[src/design/plts_pkg.sv]
package plts_pkg;

    // Item action codes
    localparam logic [1:0] ACT_CMD   = 2'd0;
    localparam logic [1:0] ACT_ALARM = 2'd1;
    localparam logic [1:0] ACT_WDOG  = 2'd2;

    // Alarm operation codes
    localparam logic [1:0] ALARM_LEAVE = 2'd0;
    localparam logic [1:0] ALARM_ARM   = 2'd1;
    localparam logic [1:0] ALARM_OFF   = 2'd2;

    // Configuration register map (index = paddr[4:2])
    localparam int unsigned CFG_AW = 5;
    localparam logic [2:0] REG_MIN_PHASE   = 3'd0;
    localparam logic [2:0] REG_START_LIMIT = 3'd1;
    localparam logic [2:0] REG_STOP_LIMIT  = 3'd2;
    localparam logic [2:0] REG_START_GUARD = 3'd3;
    localparam logic [2:0] REG_SHUT_TMO    = 3'd4;

    // Register reset values
    localparam logic [15:0] RST_MIN_PHASE   = 16'd400;
    localparam logic [19:0] RST_START_LIMIT = 20'd100000;
    localparam logic [19:0] RST_STOP_LIMIT  = 20'd200000;
    localparam logic [15:0] RST_START_GUARD = 16'd2000;
    localparam logic [23:0] RST_SHUT_TMO    = 24'd600000;

    // Period multiple of 20 built as (p << 4) + (p << 2)
    localparam int unsigned MULT_SHIFT_HI = 4;
    localparam int unsigned MULT_SHIFT_LO = 2;

    // Phase codes
    localparam logic [1:0] PH_ZERO = 2'd0;
    localparam logic [1:0] PH_ONE  = 2'd1;
    localparam logic [1:0] PH_TWO  = 2'd2;

    typedef struct packed {
        logic [1:0]         action;
        logic signed [63:0] cmd_zero_time;
        logic signed [31:0] cmd_period;
        logic [31:0]        cmd_offset;
        logic [15:0]        cmd_level_a;
        logic [15:0]        cmd_level_b;
        logic signed [63:0] synced_now;
        logic [62:0]        local_now;
        logic               sync_ok;
    } t_in_item;

    typedef struct packed {
        logic               throttle_write;
        logic [15:0]        throttle;
        logic [1:0]         alarm_op;
        logic signed [31:0] alarm_delay;
        logic               led_write;
        logic               led_level;
    } t_out_item;

    typedef struct packed {
        logic [15:0] min_phase_us;
        logic [19:0] start_period_limit;
        logic [19:0] stop_period_limit;
        logic [15:0] start_guard_us;
        logic [23:0] shutdown_timeout_us;
    } t_cfg;

endpackage

[src/design/plts_alu.sv]
module plts_alu (
    input  logic [63:0] i_a,
    input  logic [63:0] i_b,
    input  logic        i_sub,
    output logic [63:0] o_sum,
    output logic        o_carry
);

    logic [63:0] w_b;
    logic [64:0] w_full;

    // Add or subtract; carry out set means no borrow on subtract
    assign w_b     = i_sub ? ~i_b : i_b;
    assign w_full  = {1'b0, i_a} + {1'b0, w_b} + {64'd0, i_sub};
    assign o_sum   = w_full[63:0];
    assign o_carry = w_full[64];

endmodule

[src/design/plts_regs.sv]
module plts_regs
    import plts_pkg::*;
(
    input  logic              i_clk,
    input  logic              i_rst_n,
    input  logic              psel,
    input  logic              penable,
    input  logic              pwrite,
    input  logic [CFG_AW-1:0] paddr,
    input  logic [31:0]       pwdata,
    output logic [31:0]       prdata,
    output logic              pready,
    output t_cfg              o_cfg
);

    t_cfg       r_cfg;
    logic [2:0] w_idx;
    logic       w_wr;

    assign w_idx  = paddr[CFG_AW-1:2];
    assign w_wr   = psel & penable & pwrite;
    assign pready = 1'b1;
    assign o_cfg  = r_cfg;

    // Write registers on the access cycle
    always_ff @(posedge i_clk) begin
        if (!i_rst_n) begin
            r_cfg.min_phase_us        <= RST_MIN_PHASE;
            r_cfg.start_period_limit  <= RST_START_LIMIT;
            r_cfg.stop_period_limit   <= RST_STOP_LIMIT;
            r_cfg.start_guard_us      <= RST_START_GUARD;
            r_cfg.shutdown_timeout_us <= RST_SHUT_TMO;
        end else if (w_wr) begin
            case (w_idx)
                REG_MIN_PHASE:   r_cfg.min_phase_us        <= pwdata[15:0];
                REG_START_LIMIT: r_cfg.start_period_limit  <= pwdata[19:0];
                REG_STOP_LIMIT:  r_cfg.stop_period_limit   <= pwdata[19:0];
                REG_START_GUARD: r_cfg.start_guard_us      <= pwdata[15:0];
                REG_SHUT_TMO:    r_cfg.shutdown_timeout_us <= pwdata[23:0];
                default: ;
            endcase
        end
    end

    // Read back
    always_comb begin
        case (w_idx)
            REG_MIN_PHASE:   prdata = {16'd0, r_cfg.min_phase_us};
            REG_START_LIMIT: prdata = {12'd0, r_cfg.start_period_limit};
            REG_STOP_LIMIT:  prdata = {12'd0, r_cfg.stop_period_limit};
            REG_START_GUARD: prdata = {16'd0, r_cfg.start_guard_us};
            REG_SHUT_TMO:    prdata = {8'd0, r_cfg.shutdown_timeout_us};
            default:         prdata = 32'd0;
        endcase
    end

endmodule

[src/design/phase_locked_throttle_scheduler.sv]
// A starting command or a resyncing alarm goes through decode, the phase sum (6 steps), 64 remainder
// steps, fix, finish and output; a resync onto a zero period skips the remainder steps; a watchdog item
// goes through decode, the silence check and output, any other item through decode and output.
// Flow: one item at a time, the next accepted in the cycle after the result is registered; a stalled
// output holds the result and the sequencer, and the shared 64-bit adder sets the pace.
// Reset: synchronous active low; scheduler stopped, phase two, commands and registers reset.
module phase_locked_throttle_scheduler
    import plts_pkg::*;
(
    input  logic              i_clk,
    input  logic              i_rst_n,
    input  logic              i_in_valid,
    output logic              o_in_stall,
    input  t_in_item          i_in_item,
    output logic              o_out_valid,
    input  logic              i_out_stall,
    output t_out_item         o_out_item,
    input  logic              psel,
    input  logic              penable,
    input  logic              pwrite,
    input  logic [CFG_AW-1:0] paddr,
    input  logic [31:0]       pwdata,
    output logic [31:0]       prdata,
    output logic              pready
);

    typedef enum logic [7:0] {
        S_IDLE   = 8'b00000001,
        S_DECODE = 8'b00000010,
        S_SUM    = 8'b00000100,
        S_DIV    = 8'b00001000,
        S_FIX    = 8'b00010000,
        S_FINISH = 8'b00100000,
        S_WDOG   = 8'b01000000,
        S_OUT    = 8'b10000000
    } t_state;

    t_cfg w_cfg;

    t_state r_state;
    logic [5:0] r_cnt;
    t_in_item r_item;
    logic r_mode_cmd;

    // Scheduler state
    logic signed [63:0] r_lat_zero;
    logic signed [31:0] r_lat_period;
    logic [31:0]        r_lat_offset;
    logic [15:0]        r_lat_a;
    logic [15:0]        r_lat_b;
    logic signed [63:0] r_act_zero;
    logic signed [31:0] r_act_period;
    logic [31:0]        r_act_offset;
    logic [15:0]        r_act_a;
    logic [15:0]        r_act_b;
    logic [1:0]         r_phase;
    logic               r_running;
    logic [62:0]        r_last_update;

    // Datapath
    logic [63:0] r_acc;
    logic        r_sign;
    logic [31:0] r_dvs;
    logic [32:0] r_rem;
    logic [32:0] r_res;
    t_out_item   r_pend;
    t_out_item   r_out_item;
    logic        r_out_valid;

    logic [63:0] w_alu_a;
    logic [63:0] w_alu_b;
    logic        w_alu_sub;
    logic [63:0] w_alu_sum;
    logic        w_alu_carry;

    logic [63:0]        w_per64;
    logic [32:0]        w_rem_sh;
    logic signed [31:0] w_half;
    logic signed [34:0] w_half35;
    logic signed [34:0] w_half_off;
    logic signed [34:0] w_half_add_off;
    logic               w_ph1_ok;
    logic               w_led_gt;
    logic [19:0]        w_lim;
    logic               w_per_ok;
    logic               w_out_free;
    logic signed [31:0] w_next;
    logic               w_hi;
    logic               w_lo;
    logic               w_guard_lt;
    logic [16:0]        w_mid;
    logic               w_timeout;

    plts_regs u_regs (
        .i_clk   (i_clk),
        .i_rst_n (i_rst_n),
        .psel    (psel),
        .penable (penable),
        .pwrite  (pwrite),
        .paddr   (paddr),
        .pwdata  (pwdata),
        .prdata  (prdata),
        .pready  (pready),
        .o_cfg   (w_cfg)
    );

    plts_alu u_alu (
        .i_a     (w_alu_a),
        .i_b     (w_alu_b),
        .i_sub   (w_alu_sub),
        .o_sum   (w_alu_sum),
        .o_carry (w_alu_carry)
    );

    assign o_in_stall  = (r_state != S_IDLE);
    assign o_out_valid = r_out_valid;
    assign o_out_item  = r_out_item;
    assign w_out_free  = !r_out_valid || !i_out_stall;

    assign w_per64  = {{32{r_act_period[31]}}, r_act_period};
    assign w_rem_sh = {r_rem[31:0], r_acc[63]};

    // Half period truncated toward zero
    assign w_half         = $signed(r_act_period + {31'd0, r_act_period[31]}) >>> 1;
    assign w_half35       = {{3{w_half[31]}}, w_half};
    assign w_half_off     = w_half35 - $signed({3'd0, r_act_offset});
    assign w_half_add_off = w_half35 + $signed({3'd0, r_act_offset});
    assign w_ph1_ok       = w_half_off > $signed({19'd0, w_cfg.min_phase_us});
    assign w_led_gt       = r_act_b > r_act_a;

    // Start/stop hysteresis on the command period
    assign w_lim    = r_running ? w_cfg.stop_period_limit : w_cfg.start_period_limit;
    assign w_per_ok = !r_item.cmd_period[31] && (r_item.cmd_period != 32'sd0)
                      && (r_item.cmd_period[30:0] < {11'd0, w_lim});

    // Resync alarm correction
    assign w_next = $signed(r_res[31:0]);
    assign w_hi   = $signed({{3{w_next[31]}}, w_next}) > w_half_add_off;
    assign w_lo   = w_next < $signed({16'd0, w_cfg.min_phase_us});

    // Start command guard and mid throttle
    assign w_guard_lt = $signed({r_res[32], r_res}) < $signed({18'd0, w_cfg.start_guard_us});
    assign w_mid      = {1'b0, r_act_a} + {1'b0, r_act_b};

    // Watchdog silence check on the registered difference
    assign w_timeout = (r_last_update != 63'd0) && !r_acc[63]
                       && ((|r_acc[62:24]) || (r_acc[23:0] >= w_cfg.shutdown_timeout_us));

    // Select operands of the shared adder
    always_comb begin
        w_alu_a   = 64'd0;
        w_alu_b   = 64'd0;
        w_alu_sub = 1'b0;
        case (r_state)
            S_SUM: begin
                case (r_cnt[2:0])
                    3'd0: begin
                        w_alu_a = r_act_zero;
                        w_alu_b = r_mode_cmd ? 64'd0 : {32'd0, r_act_offset};
                    end
                    3'd1: begin
                        w_alu_a = r_acc;
                        w_alu_b = {w_per64[63-MULT_SHIFT_HI:0], {MULT_SHIFT_HI{1'b0}}};
                    end
                    3'd2: begin
                        w_alu_a = r_acc;
                        w_alu_b = {w_per64[63-MULT_SHIFT_LO:0], {MULT_SHIFT_LO{1'b0}}};
                    end
                    3'd3: begin
                        w_alu_a   = r_acc;
                        w_alu_b   = r_item.synced_now;
                        w_alu_sub = 1'b1;
                    end
                    3'd4: begin
                        w_alu_b   = r_acc;
                        w_alu_sub = 1'b1;
                    end
                    default: begin
                        w_alu_b   = w_per64;
                        w_alu_sub = 1'b1;
                    end
                endcase
            end
            S_DIV: begin
                w_alu_a   = {31'd0, w_rem_sh};
                w_alu_b   = {32'd0, r_dvs};
                w_alu_sub = 1'b1;
            end
            S_FIX: begin
                w_alu_b   = {31'd0, r_rem};
                w_alu_sub = 1'b1;
            end
            S_WDOG: begin
                w_alu_a   = {1'b0, r_item.local_now};
                w_alu_b   = {1'b0, r_last_update};
                w_alu_sub = 1'b1;
            end
            default: ;
        endcase
    end

    // Sequencer, scheduler state and datapath
    always_ff @(posedge i_clk) begin
        if (!i_rst_n) begin
            r_state       <= S_IDLE;
            r_cnt         <= 6'd0;
            r_out_valid   <= 1'b0;
            r_lat_zero    <= 64'sd0;
            r_lat_period  <= 32'sd0;
            r_lat_offset  <= 32'd0;
            r_lat_a       <= 16'd0;
            r_lat_b       <= 16'd0;
            r_act_zero    <= 64'sd0;
            r_act_period  <= 32'sd0;
            r_act_offset  <= 32'd0;
            r_act_a       <= 16'd0;
            r_act_b       <= 16'd0;
            r_phase       <= PH_TWO;
            r_running     <= 1'b0;
            r_last_update <= 63'd0;
        end else begin
            // Drop the output item once taken
            if (r_out_valid && !i_out_stall) begin
                r_out_valid <= 1'b0;
            end

            case (r_state)
                S_IDLE: begin
                    if (i_in_valid) begin
                        r_item  <= i_in_item;
                        r_state <= S_DECODE;
                    end
                end

                S_DECODE: begin
                    r_pend     <= '0;
                    r_cnt      <= 6'd0;
                    r_state    <= S_OUT;
                    r_mode_cmd <= 1'b0;
                    case (r_item.action)
                        ACT_CMD: begin
                            r_lat_zero    <= r_item.cmd_zero_time;
                            r_lat_period  <= r_item.cmd_period;
                            r_lat_offset  <= r_item.cmd_offset;
                            r_lat_a       <= r_item.cmd_level_a;
                            r_lat_b       <= r_item.cmd_level_b;
                            r_last_update <= r_item.local_now;
                            if (r_item.sync_ok) begin
                                if (!w_per_ok) begin
                                    r_pend.throttle_write <= 1'b1;
                                    r_pend.alarm_op       <= ALARM_OFF;
                                    r_running             <= 1'b0;
                                end else if (!r_running) begin
                                    r_act_zero   <= r_item.cmd_zero_time;
                                    r_act_period <= r_item.cmd_period;
                                    r_act_offset <= r_item.cmd_offset;
                                    r_act_a      <= r_item.cmd_level_a;
                                    r_act_b      <= r_item.cmd_level_b;
                                    r_phase      <= PH_TWO;
                                    r_running    <= 1'b1;
                                    r_mode_cmd   <= 1'b1;
                                    r_state      <= S_SUM;
                                end
                            end
                        end
                        ACT_ALARM: begin
                            if (r_running) begin
                                if (r_phase == PH_ZERO) begin
                                    r_pend.throttle_write <= 1'b1;
                                    r_pend.throttle       <= r_act_b;
                                    r_pend.alarm_op       <= ALARM_ARM;
                                    r_pend.alarm_delay    <= w_half;
                                    r_pend.led_write      <= 1'b1;
                                    r_pend.led_level      <= !w_led_gt;
                                    r_phase               <= PH_ONE;
                                end else if (r_phase == PH_ONE && w_ph1_ok) begin
                                    r_pend.throttle_write <= 1'b1;
                                    r_pend.throttle       <= r_act_a;
                                    r_pend.alarm_op       <= ALARM_ARM;
                                    r_pend.alarm_delay    <= w_half_off[31:0];
                                    r_pend.led_write      <= 1'b1;
                                    r_pend.led_level      <= w_led_gt;
                                    r_phase               <= PH_TWO;
                                end else begin
                                    // Resync to the latest command
                                    r_act_zero   <= r_lat_zero;
                                    r_act_period <= r_lat_period;
                                    r_act_offset <= r_lat_offset;
                                    r_act_a      <= r_lat_a;
                                    r_act_b      <= r_lat_b;
                                    r_phase      <= PH_TWO;
                                    r_state      <= S_SUM;
                                end
                            end
                        end
                        ACT_WDOG: begin
                            r_state <= S_WDOG;
                        end
                        default: ;
                    endcase
                end

                S_SUM: begin
                    r_cnt <= r_cnt + 6'd1;
                    case (r_cnt[2:0])
                        3'd4: begin
                            // Take the dividend magnitude
                            r_sign <= r_acc[63];
                            if (r_acc[63]) begin
                                r_acc <= w_alu_sum;
                            end
                        end
                        3'd5: begin
                            r_dvs <= r_act_period[31] ? w_alu_sum[31:0] : r_act_period;
                            r_cnt <= 6'd0;
                            if (r_act_period == 32'sd0) begin
                                // Remainder by zero leaves the dividend
                                r_rem   <= r_acc[32:0];
                                r_state <= S_FIX;
                            end else begin
                                r_rem   <= 33'd0;
                                r_state <= S_DIV;
                            end
                        end
                        default: begin
                            r_acc <= w_alu_sum;
                        end
                    endcase
                end

                S_DIV: begin
                    // One restoring remainder step per cycle
                    r_acc <= {r_acc[62:0], 1'b0};
                    r_rem <= w_alu_carry ? w_alu_sum[32:0] : w_rem_sh;
                    r_cnt <= r_cnt + 6'd1;
                    if (r_cnt == 6'd63) begin
                        r_state <= S_FIX;
                    end
                end

                S_FIX: begin
                    // Remainder takes the dividend's sign
                    r_res   <= r_sign ? w_alu_sum[32:0] : r_rem;
                    r_state <= S_FINISH;
                end

                S_FINISH: begin
                    r_pend                <= '0;
                    r_pend.throttle_write <= 1'b1;
                    r_pend.alarm_op       <= ALARM_ARM;
                    r_state               <= S_OUT;
                    if (r_mode_cmd) begin
                        r_pend.throttle    <= w_mid[16:1];
                        r_pend.alarm_delay <= w_guard_lt ? r_act_period : r_res[31:0];
                    end else begin
                        r_pend.led_write <= 1'b1;
                        if (w_hi || w_lo) begin
                            r_pend.throttle    <= r_act_b;
                            r_pend.alarm_delay <= w_hi ? (w_next - w_half) : (w_next + w_half);
                            r_pend.led_level   <= !w_led_gt;
                            r_phase            <= PH_ONE;
                        end else begin
                            r_pend.throttle    <= r_act_a;
                            r_pend.alarm_delay <= w_next;
                            r_pend.led_level   <= w_led_gt;
                            r_phase            <= PH_ZERO;
                        end
                    end
                end

                S_WDOG: begin
                    if (r_cnt == 6'd0) begin
                        r_acc <= w_alu_sum;
                        r_cnt <= 6'd1;
                    end else begin
                        r_state <= S_OUT;
                        if (w_timeout || !r_item.sync_ok) begin
                            r_pend.throttle_write <= 1'b1;
                            r_pend.alarm_op       <= ALARM_OFF;
                            r_last_update         <= 63'd0;
                            r_running             <= 1'b0;
                        end
                    end
                end

                S_OUT: begin
                    // Hand the item to the output register when it is free
                    if (w_out_free) begin
                        r_out_item  <= r_pend;
                        r_out_valid <= 1'b1;
                        r_state     <= S_IDLE;
                    end
                end

                default: begin
                    r_state <= S_IDLE;
                end
            endcase
        end
    end

endmodule

[config.mk]
export PLATFORM = sky130hd
export DESIGN_NAME = phase_locked_throttle_scheduler
export DESIGN_NICKNAME = d
export VERILOG_FILES = /design/src/design/plts_pkg.sv /design/src/design/plts_alu.sv /design/src/design/plts_regs.sv /design/src/design/phase_locked_throttle_scheduler.sv
export SDC_FILE = /design/constraint.sdc
export NUM_CORES = 2
export LEC_CHECK = 0
export BUFFER_PORTS_ARGS = -buffer_cell sky130_fd_sc_hd__buf_2
export CELL_PAD_IN_SITES_DETAIL_PLACEMENT = 2
export CELL_PAD_IN_SITES_GLOBAL_PLACEMENT = 2
export CORE_AREA = 2 2 402 404
export DETAILED_ROUTE_END_ITERATION = 7
export DIE_AREA = 0 0 404 406
export PLACE_DENSITY_LB_ADDON = 0.1
export SLEW_MARGIN = 10
export SYNTH_ARGS = -nofsm -noshare
export SYNTH_HDL_FRONTEND = slang
export SYNTH_SLANG_ARGS = --single-unit
[constraint.sdc]
create_clock -name i_clk -period 17.5 [get_ports i_clk]
set_clock_uncertainty 0.15 [all_clocks]
set_input_delay 1.75 -clock i_clk [delete_from_list [all_inputs] [get_ports i_clk]]
set_output_delay 1.75 -clock i_clk [all_outputs]
set_load 0.005 [all_outputs]
==> qor.csv <==
stage,metric,value,unit
sta,Fin. Hold Viols,0,
drt,DR iter-0 viols,4318,
drt,Initial DRT Pass Iterations,6,
yosys,ys async rst share,0,
power_and_ir_drop,switching power share of the total,0.234,
critical_path,CP arrival,12.84,ns
floorplan,Initial Utilization,0.378,
sta,final worst slack,4.98,ns
job,maxcap violations,0,
global_routing,GR Overflow Total,0,
global_routing,vias in the first global route,57488,
final_layout,most frequent cells in the layout,"1,506 x nand2_1, 560 x edfxtp_1, 496 x dfxtp_1",
floorplan,Die W,404,um
yosys,Synth Flop Type,edfxtp_1,
power_and_ir_drop,Logic pwr share,0.039,
clocking,"CTS clk-pin slew, worst paths",0.06,ns
sta,Final min period,12.52,ns
critical_path,CP Buf/Inv Count,2,
sta,Setup TNS,0,ns
sta,Fmax,79.9,MHz
critical_path,CP max stage delay,0.74,ns
final_layout,multi-input logic area,31200,um2
clocking,Hold Buf Count CTS,0,
final_layout,Area growth syn-to-layout,13.4,%
power_and_ir_drop,internal power,4.25,mW
sta,Slew headroom,0.160,
global_routing,largest net degree at the start of global routing,164,
placement,half-perimeter wire length after placement,199,mm
clocking,Post-CTS Setup Repair Bufs,0,
critical_path,Setup crit end kind,flop,
final_layout,"non-filler cells, final",9149,
critical_path,"delay-heaviest family, CP",compound AO/OA/AOI/OAI gates,
power_and_ir_drop,net switching power,1.30,mW
final_layout,"most common cell after layout, fill and taps aside",nand2_1,
floorplan,die area,164000,um2
drt,antenna-violating nets left,0,
floorplan,IO Count,422,
sta,Slew Limit Fails,0,
critical_path,critical setup path kind,flop to flop,
placement,IO Port Bufs,402,
yosys,syn avg cell area,8.94,um2
drt,routed len/inst,29.5,um
final_layout,register area,26800,um2
placement,Place WS,5.21,ns
critical_path,worst-path maximum fanout,37,
power_and_ir_drop,power per cell area,81.1,nW/um2
final_layout,fraction of layout cells with a size suffix above 1,0.119,
clocking,PostCTS Resize Cnt,0,
drt,drt via density,5.97,
clocking,CTS Buf Count,121,
power_and_ir_drop,Pleak,26.7,nW
global_routing,initial antenna violation count,25,
drt,DRC Markers,0,
critical_path,type of origin of the critical path,flop,
clocking,clock root buffer,clkbuf_16,
power_and_ir_drop,sequential power share,0.484,
clocking,CTS tree,done,
sta,RSZ-0062 raised after global routing,false,
power_and_ir_drop,Design Power,5.56,mW
global_routing,global-route wire length before repair,390,mm
run_status,status,completed,
placement,routability cong.,0.928,
yosys,post-synth cell types,90,
drt,final WL,270,mm
yosys,Seq cells post-synth,1057,
final_layout,nets,7609,
clocking,Longest Clk Path Bufs,3,
clocking,Worst-Skew Late Latency,0.80,ns
yosys,Post-synth EDFFs,560,
clocking,H-Tree Depth,3,
drt,via count,54645,
power_and_ir_drop,Clock power frac,0.476,
global_routing,GRT Util Overall,0.321,
final_layout,Fill cells,17417,
floorplan,Chip Height,406,um
clocking,Sinks on Clock Net,1057,
yosys,post-synthesis sequential area ratio,0.443,
floorplan,# rows,147,
worst_hold_path,Min-Delay Path Class,flop to flop,
sta,fin crit share,0.716,
sta,final setup violation count,0,
sta,Worst Hold Margin,0.267,ns
critical_path,"Req. time, crit path",17.82,ns
yosys,Ys Warns,0,
power_and_ir_drop,worst vdd rail ir drop,80.0,uV
critical_path,Worst path most repeated cell,o21ai_0,
yosys,Post-Syn Area,60400,um2
critical_path,slowest stage cell on the critical path,dfxtp_1,
yosys,Mapped Cells,6761,
floorplan,core footprint,160000,um2
placement,Placed Instances,8910,
sta,Slew @ Worst Pin,1.25,ns
## state kept, by name (all words and copies together), names as in the netlist, 16 cells and up
name	count
r_act_zero	64
o_out_item	53
r_lat_period	32
r_act_offset	32
r_acc	64
r_dvs	32
r_act_a	16
r_act_b	16
r_lat_offset	32
r_item	290
r_last_update	63
r_lat_a	16
r_lat_b	16
r_pend	53
u_regs.o_cfg	96
r_rem	33
r_res	33
r_lat_zero	64
r_act_period	32
## metal layers
layer,global-route usage,wire length [um],vias to the layer above
met5,0,27,-
met3,0.0409,14200,483
met4,0.168,15800,4
met1,0.402,112000,27965
met2,0.539,128000,1644
li1,-,-,24549
## through the flow
step	utilization	cell area [um2]
after floorplan	-	60500
after global placement	0.403	64400
after detailed placement	0.403	64400
after CTS	0.429	68500
after global routing	0.429	68500
final	0.429	68500
## power groups by stage
stage	Combinational (mW)	Clock [mW]	Sequential (mW)
final	0.218	2.65	2.69
after global routing	0.237	2.79	2.69
after CTS	0.221	2.70	2.69
after detailed placement	0.219	0	2.74
after global placement	0.211	0	2.74
after floorplan	0.109	0	2.74
## layout make-up
cell class / instances / area share
antenna: 7 / 0.000256
clock buffer: 176 / 0.0499
clock inverter: 56 / 0.00980
inverter: 215 / 0.0118
multi-input combinational: 5022 / 0.455
sequential: 1057 / 0.391
tap: 2086 / 0.0381
timing repair buffer: 530 / 0.0443
## worst register-to-register path: cells and delay by family (launching register included)
kind | cells | cell delay, ns
buffers and inverters | 2 | 0.63
AND/OR/NAND/NOR | 14 | 3.47
multiplexers | 2 | 0.57
AO/OA/AOI/OAI | 18 | 5.10
XOR/XNOR | 3 | 0.71
flip-flops | 1 | 0.74
adder cells (fa/ha/maj) | 3 | 0.87
## cells by family after synthesis
| group | share of synthesized area |
|---|---|
| muxes | 0.0266 |
| AOI/OAI and AO/OA | 0.199 |
| other | 0.000124 |
| and+or+nand+nor | 0.177 |
| buffers and inverters | 0.0458 |
| DFF | 0.443 |
| xor gates and xnor gates | 0.0399 |
| adders and majority gates | 0.0685 |
## final timing paths
kind	startpoint	to	slack [ns]	depth (start not counted)
hold reg to reg	r_pend[15]	o_out_item[15]	0.27	0
setup / recovery	r_act_period[1]	r_pend[33]	4.98	42
setup reg to reg	r_act_period[1]	r_pend[33]	4.98	42
hold / removal	r_pend[15]	o_out_item[15]	0.27	0
## cells in the mapped netlist, types with 70 or more instances
cell / number / share of area
edfxtp_1: 560 / 0.28
a21o_1: 107 / 0.013
nor2_1: 201 / 0.012
ha_1: 323 / 0.067
a221oi_1: 70 / 0.010
a21oi_1: 263 / 0.022
xnor2_1: 150 / 0.022
nand3_1: 342 / 0.028
dfxtp_1: 497 / 0.16
mux2i_1: 91 / 0.015
nand2_1: 1509 / 0.094
xor2_1: 125 / 0.018
inv_1: 212 / 0.013
a22oi_1: 159 / 0.020
a21boi_0: 302 / 0.038
clkbuf_1: 382 / 0.024
o21ai_0: 381 / 0.032
o21ai_1: 133 / 0.011
No activity file was read; power rests on OpenSTA's default activity.
